### src/sv/ddwp_sqrt.sv
// ----------------------------------------------------------------------------
// ddwp_sqrt: digit-serial integer square root
// Restoring root, one result bit (two radicand bits) per cycle.
// ----------------------------------------------------------------------------
module ddwp_sqrt #(
    parameter int RW = 36
)(
    input  logic          clk,
    input  logic          rst_n,
    input  logic          start,
    input  logic [RW-1:0] radicand,
    output logic          done,
    output logic [RW/2-1:0] root
);
    localparam int HW = RW / 2;
    localparam int CW = $clog2(HW + 1);

    logic [RW-1:0]  rad_reg, rad_next;
    logic [HW+1:0]  rem_reg, rem_next;
    logic [HW-1:0]  root_reg, root_next;
    logic [CW-1:0]  cnt_reg, cnt_next;
    logic           busy_reg, busy_next;
    logic [HW+1:0]  trial;
    logic [HW+1:0]  shifted;

    always_comb
    begin
        shifted   = {rem_reg[HW-1:0], rad_reg[RW-1:RW-2]};
        trial     = {root_reg, 2'b01};
        rad_next  = rad_reg;
        rem_next  = rem_reg;
        root_next = root_reg;
        cnt_next  = cnt_reg;
        busy_next = busy_reg;
        if (start)
        begin
            rad_next  = radicand;
            rem_next  = '0;
            root_next = '0;
            cnt_next  = CW'(HW);
            busy_next = 1'b1;
        end
        else if (busy_reg)
        begin
            rad_next = {rad_reg[RW-3:0], 2'b00};
            if (shifted >= trial)
            begin
                rem_next  = shifted - trial;
                root_next = {root_reg[HW-2:0], 1'b1};
            end
            else
            begin
                rem_next  = shifted;
                root_next = {root_reg[HW-2:0], 1'b0};
            end
            cnt_next = cnt_reg - 1'b1;
            if (cnt_reg == CW'(1))
                busy_next = 1'b0;
        end
    end

    always_ff @(posedge clk or negedge rst_n)
    begin
        if (!rst_n)
        begin
            busy_reg <= 1'b0;
            cnt_reg  <= '0;
        end
        else
        begin
            busy_reg <= busy_next;
            cnt_reg  <= cnt_next;
        end
    end

    always_ff @(posedge clk)
    begin
        rad_reg  <= rad_next;
        rem_reg  <= rem_next;
        root_reg <= root_next;
    end

    assign done = busy_reg && (cnt_reg == CW'(1));
    assign root = root_next;
endmodule
### config.mk
export PLATFORM = sky130hd
export DESIGN_NAME = ddwp_sqrt
export DESIGN_NICKNAME = d
export VERILOG_FILES = /design/src/sv/ddwp_sqrt.sv
export SDC_FILE = /design/constraint.sdc
export NUM_CORES = 1
export LEC_CHECK = 0
export BUFFER_PORTS_ARGS = -buffer_cell sky130_fd_sc_hd__buf_4
export CAP_MARGIN = 10
export CORE_MARGIN = 4
export CORE_UTILIZATION = 52
export DETAILED_ROUTE_END_ITERATION = 6
export GPL_TIMING_DRIVEN = 0
export PLACE_DENSITY = 0.83
export SYNTH_ARGS = -nofsm -noshare
export SYNTH_HDL_FRONTEND = slang
export SYNTH_SLANG_ARGS = --single-unit
### constraint.sdc
create_clock -name clk -period 2.2 [get_ports clk]
set_input_delay 0 -clock clk [delete_from_list [all_inputs] [get_ports clk]]
set_output_delay 0 -clock clk [all_outputs]
set_load 0.01 [all_outputs]
==> impl_metrics.py <==
metrics = {
    "logic_synthesis": {
        "syn_nets": 465,
        "synth_top_cell_by_area": "edfxtp_1",
        "ys_seq_area_share_pct": 45.45,
        "synth_top_flop_cell": "edfxtp_1",
        "yosys-top-cells-count": "nor2_1, dfxtp_1, edfxtp_1",
        "synth_edf_count": 36,
        "synthTopCellsByArea": "edfxtp_1, dfxtp_1, mux2_2, ha_1, mux2i_1",
        "avgSynthCellArea_um2": 10.63,
        "synthArstFlopShare_pct": 7.692,
        "synth_seq_cells": 78,
        "synth_area_um2": 4294,
        "synth_top_area_share_pct": 25.17,
        "ys_types": 60,
        "syn_inst": 404,
        "synth_warnings": 0,
        "synth_most_common_cell": "nor2_1",
    },
    "place": {
        "place_ws_ns": -0.3107,
        "post-dp-hpwl_um": 7226,
        "place_congestion": 0.9054,
        "dp.cells": 563,
        "place_area_um2": 4870,
        "numPortBuffers": 56,
    },
    "worst_setup_path": {
        "arrival_ns": 2.48,
        "cp_max_fo": 4,
        "cp-end-kind": "output pin",
        "start_kind": "register",
        "required_ns": 2.20,
        "rr_worst_depth": 13,
        "r2r_slack_ns": -0.20,
        "worstSetupPathType": "register to output pin",
    },
    "final_layout": {
        "layout-drive-gt1-share_pct": 36.90,
        "area_growth_pct": 41.17,
        "stdcell_count": 644,
        "diodes": 0,
        "design_area_um2": 6062,
        "nets": 598,
        "fillers": 442,
        "largest_register_ffs": 36,
    },
    "global_route": {
        "grt_pass1_vias": 3934,
        "antenna_found_initial": 0,
        "grt.total_usage_pct": 25.15,
        "grt-ovfl-total": 0,
        "grt_max_degree": 21,
        "grt_first_pass_wirelength_um": 19520,
    },
    "timing": {
        "max_slew.worst_pin.slew_ns": 0.7432,
        "setup_viol": 19,
        "finalSetupTns_ns": -2.549,
        "period_share_pct": 112.7,
        "worst_hold_slack_ns": 0.2089,
        "finalHoldViolCount": 0,
        "slew_viol_final": 0,
        "timing.final.crit_period_ns": 2.478,
        "skew_ns": 0.01502,
        "fmax_mhz": 403.5,
        "setup_ws_ns": -0.2784,
        "max-slew-margin-rel_pct": 50.45,
        "rsz0062_at_grt": "true",
    },
    "detailed_routing": {
        "via_per_inst": 5.975,
        "routedWlPerCell_um": 19.62,
        "drtIter0Drc": 324,
        "wl_um": 12630,
        "final_antenna_net_count": 0,
        "route.detailed.drc": 0,
        "dr.pass1.iters": 6,
        "vias": 3848,
    },
    "clocking": {
        "htreeDepth": 3,
        "numCtsBuffers": 9,
        "cts_tree": "yes",
        "cts.path.max_buffers": 2,
        "clk_pin_slew_worst_paths_ns": 0.10,
        "clock_sinks": 78,
        "root_buffer": "clkbuf_8",
        "insertion_delay_ns": 0.37,
    },
    "die": {
        "initial_utilization_pct": 54.44,
        "rows": 32,
        "die-width_um": 98.88,
        "pin_count": 58,
        "die_area_um2": 9776,
        "dieHeight_um": 98.88,
        "core_area_um2": 7888,
    },
    "power": {
        "p_leak_nw": 2.570,
        "ir_drop_v": 0.0005496,
        "cellPowerDensity_nw_per_um2": 1278,
    },
    "hold_path": {
        "hp-class": "primary input to register",
        "whs_path_depth": 3,
    },
    "outcome": {
        "violations": "negative setup slack",
        "outcome": "complete, but fails checks",
    },
    "run": {
        "cap_violations": 0,
    },
}
-- layout make-up --
class	count	area, um2	share of cell area (%)
Buffer	18	91.34	1.507
Clock buffer	9	123.9	2.043
Clock inverter	7	87.58	1.445
Inverter	27	103.9	1.713
Multi-Input combinational cell	280	2482	40.95
Sequential cell	78	1966	32.43
Tap cell	102	127.6	2.105
Timing Repair Buffer	123	1080	17.81
-- path summary, 6_finish.rpt --
check                              from           to
max                         root_reg[7]      root[0]
min                               start  rem_reg[15]
max reg2reg                root_reg[17]  rem_reg[10]
min reg2reg                  rem_reg[5]   rem_reg[5]
max in group asynchronous         rst_n   cnt_reg[4]
min in group asynchronous         rst_n   cnt_reg[0]
-- critical path: stages, from the launching register on --
cell and delay [ns]:
dfxtp_2 0.35, inv_2 0.05, ha_4 0.30, nand2_4 0.07, nor4_4 0.34, buf_4 0.18
a21oi_2 0.06, a31oi_4 0.19, buf_8 0.12, buf_8 0.09, mux2i_1 0.07, nor2_1 0.14
buf_4 0.14
-- per-layer routing --
metal / share of wire, % / wire [um] / track usage (%)
met1: 37 / 4704 / 29.08
met2: 51 / 6443 / 44.01
met3: 7.8 / 987 / 6.157
met4: 3.9 / 498 / 10.92
met5: 0 / 0 / 0
-- cells in the final DEF, fill, tap and decap left out, types with 3 or more instances in the layout --
cell type       n
inv_1          23
a21oi_1        15
buf_4          80
o211ai_1        3
dfxtp_2        11
nor2_1         37
nand3_1         7
nand2_1        18
a21o_1          5
mux2_2         34
ha_1            9
a21oi_4         3
edfxtp_1       36
mux2i_1        21
nand2b_1        7
inv_6           3
clkbuf_8        9
dfxtp_1        25
dlygate4sd3_1  38
a31o_1          3
nor3_1          4
xor2_1          7
nand2_4         3
xnor2_1        10
a211oi_1        6
buf_8           3
a21oi_2         5
ha_4           12
o21ai_0         4
inv_2           3
clkbuf_1       13
and2_1          4
and3_1          5
dfrtp_1         6
o31ai_1         3
o21ai_1         4
-- kinds of logic after synthesis --
kind of cell	Yosys count	share of synthesized area, %
adder cells (fa/ha/maj)	22	6.410
AND/OR/NAND/NOR	99	11.48
flip-flops	78	45.45
AO/OA/AOI/OAI	83	13.99
multiplexers	59	14.74
buffers and inverters	46	4.458
XOR/XNOR	17	3.467
-- where the power goes --
group	switching [mW]	internal [mW]
registers	0.197	1.75
clock network	0.649	0.555
logic	2.22	2.37
total	3.07	4.68
-- what timing repair did --
item / in CTS / in global routing
setup endpoints to repair: 37 / 47
hold buffers: 38 / 0
setup buffers: 16 / 11
gates cloned: 0 / 1
gates resized for setup: 45 / 38
endpoints found under the hold margin: 42 / 0
pin swaps: 12 / 8
-- stage by stage --
| stage | utilization [%] | power [mW] |
|---|---|---|
| after floorplan | - | 4.203 |
| after global placement | 61.39 | 4.764 |
| after detailed placement | 61.74 | 4.853 |
| after CTS | 73.30 | 6.566 |
| after global routing | 76.86 | 8.073 |
| final | 76.86 | 7.750 |
Power figures use the tool's default switching activity.
